**src/rtl/sahsf_pkg.sv**
```systemverilog
// shared types, command codes and constants of the binned sah split finder
package sahsf_pkg;

   localparam int DEF_MAX_PRIMS  = 4096;
   localparam int DEF_MAX_BINS   = 128;
   localparam int DEF_COORD_BITS = 24;

   localparam int NB_W    = 9;             // bins count, up to 256
   localparam int MUL_W   = 27;            // multiplier operand width
   localparam int PROD_W  = 2 * MUL_W;
   localparam int COST_W  = 63;
   localparam logic [COST_W-1:0] COST_CAP = {COST_W{1'b1}};
   localparam logic [7:0] BINS_RESET = 8'd128;

   localparam logic [3:0] MUL_OFF_NB = 4'd0;
   localparam logic [3:0] MUL_EXY    = 4'd1;
   localparam logic [3:0] MUL_EYZ    = 4'd2;
   localparam logic [3:0] MUL_EZX    = 4'd3;
   localparam logic [3:0] MUL_LC_LO  = 4'd4;
   localparam logic [3:0] MUL_LC_HI  = 4'd5;
   localparam logic [3:0] MUL_RC_LO  = 4'd6;
   localparam logic [3:0] MUL_RC_HI  = 4'd7;
   localparam logic [3:0] MUL_POS    = 4'd8;

   typedef struct packed {
      logic       accept;
      logic       store_rd;
      logic       bin_clr;
      logic       bin_rd;
      logic       bin_rd_q;
      logic       bin_upd;
      logic       suf_rd;
      logic       suf_wr;
      logic       run_clr;
      logic       run_grow;
      logic       lc_clr;
      logic       lc_add;
      logic       acc_load;
      logic       acc_add;
      logic       t_load;
      logic       left_fin;
      logic       right_fin;
      logic       best_clr;
      logic       best_upd;
      logic       div_start;
      logic       div_pos;
      logic       pos_fin;
      logic       out_load;
      logic [3:0] mul_op;
   } sahsf_cmd_type;

   typedef struct packed {
      logic range_pos;
      logic div_done;
      logic rsp_free;
      logic found;
   } sahsf_sts_type;

endpackage

```
**src/rtl/sahsf_ctrl.sv**
```systemverilog
// controller: sequences load, binning, suffix and prefix sweeps, split position and result
module sahsf_ctrl import sahsf_pkg::*; #(
   parameter int MAX_PRIMS = DEF_MAX_PRIMS,
   parameter int MAX_BINS  = DEF_MAX_BINS
) (
   input  logic                           clock,
   input  logic                           reset,
   input  logic                           req_valid,
   input  logic                           req_last,
   output logic                           req_ready,
   input  sahsf_sts_type                  sts,
   input  logic [$clog2(MAX_PRIMS+1)-1:0] prim_count,
   input  logic [NB_W-1:0]                nbins,
   output sahsf_cmd_type                  cmd,
   output logic [1:0]                     axis,
   output logic [$clog2(MAX_PRIMS)-1:0]   prim_idx,
   output logic [$clog2(MAX_BINS)-1:0]    bin_idx
);

   localparam int ADDR_W = $clog2(MAX_PRIMS);
   localparam int CNT_W  = $clog2(MAX_PRIMS + 1);
   localparam int BIN_W  = $clog2(MAX_BINS);

   localparam logic [4:0] ST_LOAD     = 5'd0;
   localparam logic [4:0] ST_START    = 5'd1;
   localparam logic [4:0] ST_AXIS     = 5'd2;
   localparam logic [4:0] ST_CLR      = 5'd3;
   localparam logic [4:0] ST_B_RD     = 5'd4;
   localparam logic [4:0] ST_B_MUL    = 5'd5;
   localparam logic [4:0] ST_B_DIV    = 5'd6;
   localparam logic [4:0] ST_B_WAIT   = 5'd7;
   localparam logic [4:0] ST_B_UPD    = 5'd8;
   localparam logic [4:0] ST_S_INIT   = 5'd9;
   localparam logic [4:0] ST_S_RD     = 5'd10;
   localparam logic [4:0] ST_S_GROW   = 5'd11;
   localparam logic [4:0] ST_A1       = 5'd12;
   localparam logic [4:0] ST_A2       = 5'd13;
   localparam logic [4:0] ST_A3       = 5'd14;
   localparam logic [4:0] ST_A4       = 5'd15;
   localparam logic [4:0] ST_S_WR     = 5'd16;
   localparam logic [4:0] ST_P_INIT   = 5'd17;
   localparam logic [4:0] ST_P_RD     = 5'd18;
   localparam logic [4:0] ST_P_GROW   = 5'd19;
   localparam logic [4:0] ST_C1       = 5'd20;
   localparam logic [4:0] ST_C2       = 5'd21;
   localparam logic [4:0] ST_C3       = 5'd22;
   localparam logic [4:0] ST_C4       = 5'd23;
   localparam logic [4:0] ST_C5       = 5'd24;
   localparam logic [4:0] ST_C6       = 5'd25;
   localparam logic [4:0] ST_POS_CHK  = 5'd26;
   localparam logic [4:0] ST_POS_MUL  = 5'd27;
   localparam logic [4:0] ST_POS_DIV  = 5'd28;
   localparam logic [4:0] ST_POS_WAIT = 5'd29;
   localparam logic [4:0] ST_OUT      = 5'd30;

   logic [4:0]       state_ff, state_in;
   logic [1:0]       axis_ff, axis_in;
   logic [CNT_W-1:0] p_ff, p_in;
   logic [BIN_W-1:0] i_ff, i_in;
   logic             prefix_ff, prefix_in;

   always_ff @(posedge clock) begin
      if (reset) begin
         state_ff  <= ST_LOAD;
         axis_ff   <= 2'd0;
         p_ff      <= '0;
         i_ff      <= '0;
         prefix_ff <= 1'b0;
      end else begin
         state_ff  <= state_in;
         axis_ff   <= axis_in;
         p_ff      <= p_in;
         i_ff      <= i_in;
         prefix_ff <= prefix_in;
      end
   end

   assign req_ready = (state_ff == ST_LOAD);

   always_comb begin
      state_in  = state_ff;
      axis_in   = axis_ff;
      p_in      = p_ff;
      i_in      = i_ff;
      prefix_in = prefix_ff;
      cmd       = '0;
      cmd.accept = req_valid && req_ready;

      case (state_ff)
         ST_LOAD: begin
            if (req_valid && req_last) begin
               state_in = ST_START;
            end
         end
         ST_START: begin
            cmd.best_clr = 1'b1;
            axis_in      = 2'd0;
            state_in     = ST_AXIS;
         end
         ST_AXIS: begin
            if (axis_ff == 2'd3) begin
               state_in = ST_POS_CHK;
            end else if (sts.range_pos) begin
               i_in     = '0;
               p_in     = '0;
               state_in = ST_CLR;
            end else begin
               axis_in = axis_ff + 1'b1;
            end
         end
         ST_CLR: begin
            cmd.bin_clr = 1'b1;
            if (NB_W'(i_ff) == nbins - 1'b1) begin
               state_in = ST_B_RD;
            end else begin
               i_in = i_ff + 1'b1;
            end
         end
         ST_B_RD: begin
            cmd.store_rd = 1'b1;
            state_in     = ST_B_MUL;
         end
         ST_B_MUL: begin
            cmd.mul_op = MUL_OFF_NB;
            state_in   = ST_B_DIV;
         end
         ST_B_DIV: begin
            cmd.div_start = 1'b1;
            state_in      = ST_B_WAIT;
         end
         ST_B_WAIT: begin
            if (sts.div_done) begin
               cmd.bin_rd_q = 1'b1;
               state_in     = ST_B_UPD;
            end
         end
         ST_B_UPD: begin
            cmd.bin_upd = 1'b1;
            if (p_ff + 1'b1 == prim_count) begin
               state_in = ST_S_INIT;
            end else begin
               p_in     = p_ff + 1'b1;
               state_in = ST_B_RD;
            end
         end
         ST_S_INIT: begin
            cmd.run_clr = 1'b1;
            i_in        = BIN_W'(nbins - 1'b1);
            prefix_in   = 1'b0;
            state_in    = ST_S_RD;
         end
         ST_S_RD: begin
            cmd.bin_rd = 1'b1;
            state_in   = ST_S_GROW;
         end
         ST_S_GROW: begin
            cmd.run_grow = 1'b1;
            state_in     = ST_A1;
         end
         // area of the running box, three products summed
         ST_A1: begin
            cmd.mul_op = MUL_EXY;
            state_in   = ST_A2;
         end
         ST_A2: begin
            cmd.mul_op   = MUL_EYZ;
            cmd.acc_load = 1'b1;
            state_in     = ST_A3;
         end
         ST_A3: begin
            cmd.mul_op  = MUL_EZX;
            cmd.acc_add = 1'b1;
            state_in    = ST_A4;
         end
         ST_A4: begin
            cmd.acc_add = 1'b1;
            state_in    = prefix_ff ? ST_C1 : ST_S_WR;
         end
         ST_S_WR: begin
            cmd.suf_wr = 1'b1;
            if (i_ff == BIN_W'(1)) begin
               state_in = ST_P_INIT;
            end else begin
               i_in     = i_ff - 1'b1;
               state_in = ST_S_RD;
            end
         end
         ST_P_INIT: begin
            cmd.run_clr = 1'b1;
            cmd.lc_clr  = 1'b1;
            i_in        = '0;
            prefix_in   = 1'b1;
            state_in    = ST_P_RD;
         end
         ST_P_RD: begin
            cmd.bin_rd = 1'b1;
            cmd.suf_rd = 1'b1;
            state_in   = ST_P_GROW;
         end
         ST_P_GROW: begin
            cmd.run_grow = 1'b1;
            cmd.lc_add   = 1'b1;
            state_in     = ST_A1;
         end
         ST_C1: begin
            cmd.mul_op = MUL_LC_LO;
            state_in   = ST_C2;
         end
         ST_C2: begin
            cmd.mul_op = MUL_LC_HI;
            cmd.t_load = 1'b1;
            state_in   = ST_C3;
         end
         ST_C3: begin
            cmd.mul_op   = MUL_RC_LO;
            cmd.left_fin = 1'b1;
            state_in     = ST_C4;
         end
         ST_C4: begin
            cmd.mul_op = MUL_RC_HI;
            cmd.t_load = 1'b1;
            state_in   = ST_C5;
         end
         ST_C5: begin
            cmd.right_fin = 1'b1;
            state_in      = ST_C6;
         end
         ST_C6: begin
            cmd.best_upd = 1'b1;
            if (NB_W'(i_ff) == nbins - NB_W'(2)) begin
               axis_in  = axis_ff + 1'b1;
               state_in = ST_AXIS;
            end else begin
               i_in     = i_ff + 1'b1;
               state_in = ST_P_RD;
            end
         end
         ST_POS_CHK: begin
            state_in = sts.found ? ST_POS_MUL : ST_OUT;
         end
         ST_POS_MUL: begin
            cmd.mul_op = MUL_POS;
            state_in   = ST_POS_DIV;
         end
         ST_POS_DIV: begin
            cmd.div_start = 1'b1;
            cmd.div_pos   = 1'b1;
            state_in      = ST_POS_WAIT;
         end
         ST_POS_WAIT: begin
            cmd.div_pos = 1'b1;
            if (sts.div_done) begin
               cmd.pos_fin = 1'b1;
               state_in    = ST_OUT;
            end
         end
         ST_OUT: begin
            if (sts.rsp_free) begin
               cmd.out_load = 1'b1;
               state_in     = ST_LOAD;
            end
         end
         default: begin
            state_in = ST_LOAD;
         end
      endcase
   end

   assign axis     = axis_ff;
   assign prim_idx = p_ff[ADDR_W-1:0];
   assign bin_idx  = i_ff;

endmodule
```
**config.mk**
```make
export PLATFORM = sky130hd
export DESIGN_NAME = sahsf_ctrl
export DESIGN_NICKNAME = d
export VERILOG_FILES = /design/src/rtl/sahsf_pkg.sv /design/src/rtl/sahsf_ctrl.sv
export SDC_FILE = /design/constraint.sdc
export NUM_CORES = 1
export LEC_CHECK = 0
export ABC_AREA = 1
export BUFFER_PORTS_ARGS = -buffer_cell sky130_fd_sc_hd__buf_2
export CAP_MARGIN = 15
export CORE_MARGIN = 5
export CORE_UTILIZATION = 50
export CTS_BUF_LIST = sky130_fd_sc_hd__clkbuf_16
export CTS_CLUSTER_DIAMETER = 80
export CTS_CLUSTER_SIZE = 28
export DETAILED_ROUTE_END_ITERATION = 12
export PLACE_DENSITY = 0.8
export SLEW_MARGIN = 0
export SYNTH_ARGS = -nofsm -noshare
export SYNTH_HDL_FRONTEND = slang
export SYNTH_SLANG_ARGS = --single-unit
```
**constraint.sdc**
```tcl
create_clock -name clock -period 1.87 [get_ports clock]
set_input_delay 0.0935 -clock clock [delete_from_list [all_inputs] [get_ports clock]]
set_output_delay 0.0935 -clock clock [all_outputs]
set_load 0.02 [all_outputs]
```
; ---- After elaboration in Yosys (flattened, before gate mapping)
; Index checks and enable logic that the tools add are counted.
[op_classes]
n_addsub = 6
n_mul = 0
n_div = 0
magnitude_cmp = 0
n_eq_ne = 49
n_shift = 0
n_mux = 53
bitwise_logic = 0
n_reduce_logical = 18
[op_table]
columns = cell, n
row1 = one-hot mux 5 bit (30 select lines), 1
row2 = equality test 5 bit (second input constant), 15
row3 = 2-to-1 mux 5 bit, 9
row4 = one-hot mux 7 bit (6 select lines), 1
row5 = equality test 5 x 4 -> 1 bit (second input constant), 8
row6 = 2-to-1 mux 13 bit, 3
row7 = 2-to-1 mux 7 bit, 5
row8 = one-hot mux 4 bit (8 select lines), 1
row9 = one-hot mux 13 bit (2 select lines), 1
row10 = 2-to-1 mux 1 bit, 24
row11 = inequality test 2 bit (second input constant), 12
row12 = equality test 5 x 3 -> 1 bit (second input constant), 4
row13 = equality test 7 x 9 -> 1 bit, 2
row14 = OR reduction 2 bit, 7
row15 = adder 13 x 1 -> 13 bit (second input constant), 1
row16 = equality test 13 bit, 1
row17 = AND reduction 6 bit, 2
row18 = equality test 5 x 2 -> 1 bit (second input constant), 2
row19 = subtractor 9 x 1 -> 9 bit (second input constant), 1
row20 = subtractor 9 x 2 -> 9 bit (second input constant), 1
row21 = AND reduction 4 bit, 2
row22 = adder 7 x 1 -> 7 bit (second input constant), 1
row23 = equality test 7 x 1 -> 1 bit (second input constant), 1
row24 = subtractor 7 x 1 -> 7 bit (second input constant), 1
row25 = 15 further kinds, 20
[totals]
regBits = 28
latchBits = 0
mem_bits_rw = 0
rom_bits = 0
out_inout_bits = 49
wordCells = 131
n_memories = 0

; ---- Logic depth before layout (Yosys ltp)
[logic_depth]
ltp_word = 4
ltp_mapped = 18
mapped_depth_nobuf = 18

; ---- Least setup slack after synthesis
; OpenSTA, ideal clock, no wires.
[synth_timing]
path_type = reg2reg
start = register p_ff[0]
end = register p_ff[0]
setup_time_ns = 0.115
t_arrival_ns = 1.882
setup_slack_ns = -0.127
path_stages_with_launch = 18
period_less_slack_ns = 1.997
path_cell_list = dfxtp_1 -> ha_1 -> nand2_2 -> nor2_4 -> nand2_1 -> nand2_1 -> nand2_1 -> nand2_1 -> nand2_1 -> nor2_1 -> nand2_1 -> nor2_2 -> nand2_1 -> nand2_2 -> nand2_2 -> buf_4 -> a21oi_1 -> nor2_1
[synth_between]
elab_chain_len = 4
elab_cells_between_ends = 6
[synth_rtl]
columns = element, line_no
row1 = start: declaration, sahsf_ctrl.sv:58  ; logic [CNT_W-1:0] p_ff, p_in;
row2 = start signal: assignment, sahsf_ctrl.sv:72  ; p_ff <= p_in;
row3 = adder 13 x 1 -> 13 bit (*), "sahsf_ctrl.sv:139, sahsf_ctrl.sv:142"
row4 = equality test 13 bit, sahsf_ctrl.sv:139  ; if (p_ff + 1'b1 == prim_count) begin
row5 = inequality test 2 bit (no source line), -
row6 = AND reduction 4 bit (no source line), -
; Mark *: on every way between the ends. The rest lies on a longest branch, timed or not. The select of a mux whose other input is x is not followed.
; A chain may end at the register's enable or synchronous reset.

; ---- Worst setup path after layout
[layout_timing]
start = register p_ff[0]
end = register p_ff[2]
; The elaborated chain is that of the path after synthesis.

==> summary.md <==
| Metric | Value |
|---|---|
| Grt met3 use | 3.75% |
| Syn nets | 625 |
| Share of layout cells above drive strength 1 | 36.9% |
| GR peak layer | met2 |
| Worst-path fanout max | 8 |
| Rel. slew slack | 59.7% |
| Die area | 0.00818 mm^2 |
| VDD IR max | between 0.5 and 0.6 mV |
| Avg Cell Area, Syn | 5.51 um^2 |
| P&R area growth vs syn | 49.2% |
| Worst hold slack | around 0.12 ns |
| Most used DFF post-synth | dfxtp_1 |
| Status | finished, violations left |
| Reg area | 583 um^2 |
| TritonCTS buffer count | 3 |
| H-tree levels | 1 |
| Pins Over Slew Limit | 0 |
| Filler cells | 522 |
| Register area share after synthesis | between 15 and 20% |
| FFs w/ async S/R, synth | 0% |
| Avg Vias per Cell | 5.29 |
| Final wirelength | around 12000 um |
| Starting density of the core | 51.3% |
| Grt ovf | 0 |
| Ant diodes | 0 |
| Syn Inst Count | ~590 |
| Post-synth EDFFs | 0 |
| Distinct cells, synth | 36 |
| DRT iter0 DRCs | 276 |
| GRT Resource Usage Total | a little over a quarter |
| Share of the synthesized area in the top cell type | 18.7% |
| Row count | 29 |
| # setup viols final | 17 |
| Drt drc | 0 |
| Global-route wire length before repair | 18600 um |
| Pin count of the biggest net entering global routing | 23 |
| Clock slew at reported path FFs | 0.07 ns |
| CP Capture Type | flop |
| Skew final | 0.00458 ns |
| Worst skew pair latency | roughly 0.26 ns |
| Lkg Pwr | roughly 2.6 nW |
| #FFs+latches synth | 28 |
| Vias in the first global route | 4172 |
| First-pass DRT Iterations | 5 |
| Root buffer cell | clkbuf_16 |
| CTS Sinks | 28 |
| Nets@finish | ~800 |
| Critical Path RT | 2.02 ns |
| IO Port Bufs | 78 |
| Worst-margin pin slew | between 0.6 and 0.7 ns |
| Startpoint types | flop |
| Drt wl/cell | 14.1 um |
| WP data arrival | 2.40 ns |
| Final setup margin | -0.378 ns |
| Critical path type | reg2reg |
| DP Wirelength | around 9000 um |
| Antenna violations before repair | 0 |
| Warnings from Yosys | 0 |
| Core area | 0.00631 mm^2 |
| Pwr dens | about 960 mW/mm^2 |
| Synth area leader | nand2_1 |
| Min-delay worst type | in2reg |
| Met2 Resource Use GR | a little under half |
| Die span in x | 90.5 um |
| Period utilization | 120% |
| Post-DRT Antenna Nets | 0 |
| RSZ-0062 raised after global routing | yes |
| Vias | between 4000 and 5000 |
| DIE HEIGHT | 90.5 um |
| CTS tree | yes |
| Peak Freq | 445 MHz |
| Final Hold Vio Count | 0 |
| Final core occ | 76.5% |
| Syn Std Cell Area | around 0.0032 mm^2 |
| Ranking of synthesized cells by area | nand2_1 19%, dfxtp_1 17%, nor2_1 12% |
| Placer congestion estimate | between 0.9 and 1 |
| Maxcap violations | 0 |
| Clk buf depth | 2 |
| Post-layout min period | 2.25 ns |
| Area of the multi-input gates | 0.00246 mm^2 |
| Violated checks | negative setup slack |
| Met1 usage | between 30% and 40% |
| Ports | 79 |
## report_power, final
group          leakage [nW]  total (mW)  internal (mW)  switching [mW]
logic                  2.29        3.14           1.42            1.72
clock network        0.0423       0.486          0.286           0.200
registers             0.234        1.02          0.784           0.240
## layer usage
metal / vias to the layer above / part of all wire, %
met4: 0 / 3.1
met1: 1975 / 41
met3: 39 / 6.7
li1: 2198 / -
met2: 207 / 50
met5: - / 0
## worst paths after layout
path,start,endpoint,slack (ns),cells after the start
worst max-delay path,p_ff[0],p_ff[2],-0.38,16
worst min-delay path,reset,state_ff[3],0.12,2
worst max register to register,p_ff[0],p_ff[2],-0.38,16
worst min register to register,prefix_ff,prefix_ff,0.47,2
## stage by stage
step | setup slack [ns] | cell area (um^2) | instances | setup TNS (ns) | power (mW)
3_3_place_gp | -0.171 | 4400 | 821 | -2.75 | 3.72
2_1_floorplan | 0.00631 | 3280 | 587 | 0 | 2.69
5_1_grt | -0.518 | 4830 | 836 | -8.00 | 5.01
4_1_cts | -0.151 | 4580 | 829 | -1.96 | 4.37
6_report | -0.378 | 4830 | 836 | -5.00 | 4.65
3_5_place_dp | -0.228 | 4400 | 821 | -4.51 | 3.81
## what timing repair did
item	4_1_cts	5_1_grt
setup endpoints to repair	25	30
pin swaps	14	26
gates cloned	0	1
hold buffers	0	0
resized for setup	24	59
buffers inserted	5	7
## sequential cells by signal, summed over array words and instances, names as in the netlist
name	cells
p_ff	13
state_ff	5
prefix_ff	1
bin_idx	7
axis	2
## placed cells by master, fill, tap and decap left out, types with 6 or more instances in the layout
cell type | Yosys | routed
buf_4 | 14 | 109
buf_6 | 1 | 6
nand2_1 | 161 | 146
dfxtp_1 | 28 | 16
buf_2 | 5 | 78
nand3b_1 | 7 | 7
inv_2 | 0 | 6
nand3_1 | 54 | 44
ha_1 | 8 | 6
a21oi_2 | 1 | 7
xor2_1 | 14 | 14
nand2_2 | 4 | 16
inv_1 | 78 | 73
nor2_2 | 4 | 14
dfxtp_2 | 0 | 9
nor2_1 | 100 | 86
a21oi_1 | 30 | 24
xnor2_1 | 11 | 11
nand3_2 | 0 | 8
nand4_1 | 19 | 19
o21ai_0 | 15 | 13
nor2_4 | 3 | 7
## cells by family after synthesis
group,synth area share [%]
adder cells (fa/ha/maj),3.09
buffers and inverters,14.3
flip-flops,17.3
AND/OR/NAND/NOR,48.3
XOR/XNOR,6.76
AO/OA/AOI/OAI,10.2
## cells in the mapped netlist (4+ instances only)
library cell  instances
nand2_1             161
dfxtp_1              28
xor2_1               14
buf_2                 5
nand3b_1              7
a21oi_1              30
clkbuf_1              6
nor3_1                4
nand4_1              19
o22ai_1               4
nand2_2               4
inv_1                78
nor2_2                4
buf_4                14
o21ai_0              15
nor2_1              100
nand3_1              54
xnor2_1              11
ha_1                  8
## area by class of cell
cell class | count | share of cell area [%]
sequential | 28 | 12.1
clock inverter | 1 | 0.0777
multi-input combinational | 454 | 50.9
clock buffer | 3 | 1.55
timing repair buffer | 195 | 27.4
tap | 77 | 1.99
inverter | 78 | 6.06
## worst max-delay path: stages (launching register included)
cell	delay, ns
dfxtp_4	0.39
ha_4	0.16
nand2_4	0.08
nor2_4	0.16
buf_6	0.13
nand3_4	0.07
nand2_2	0.11
nand3_2	0.08
nand2_2	0.07
nand3_2	0.09
nor2_4	0.16
nand2_2	0.09
nand2_4	0.10
nand2_8	0.07
buf_12	0.14
a21oi_1	0.16
nor2_1	0.07
No activity file was read; power rests on OpenSTA's default activity.
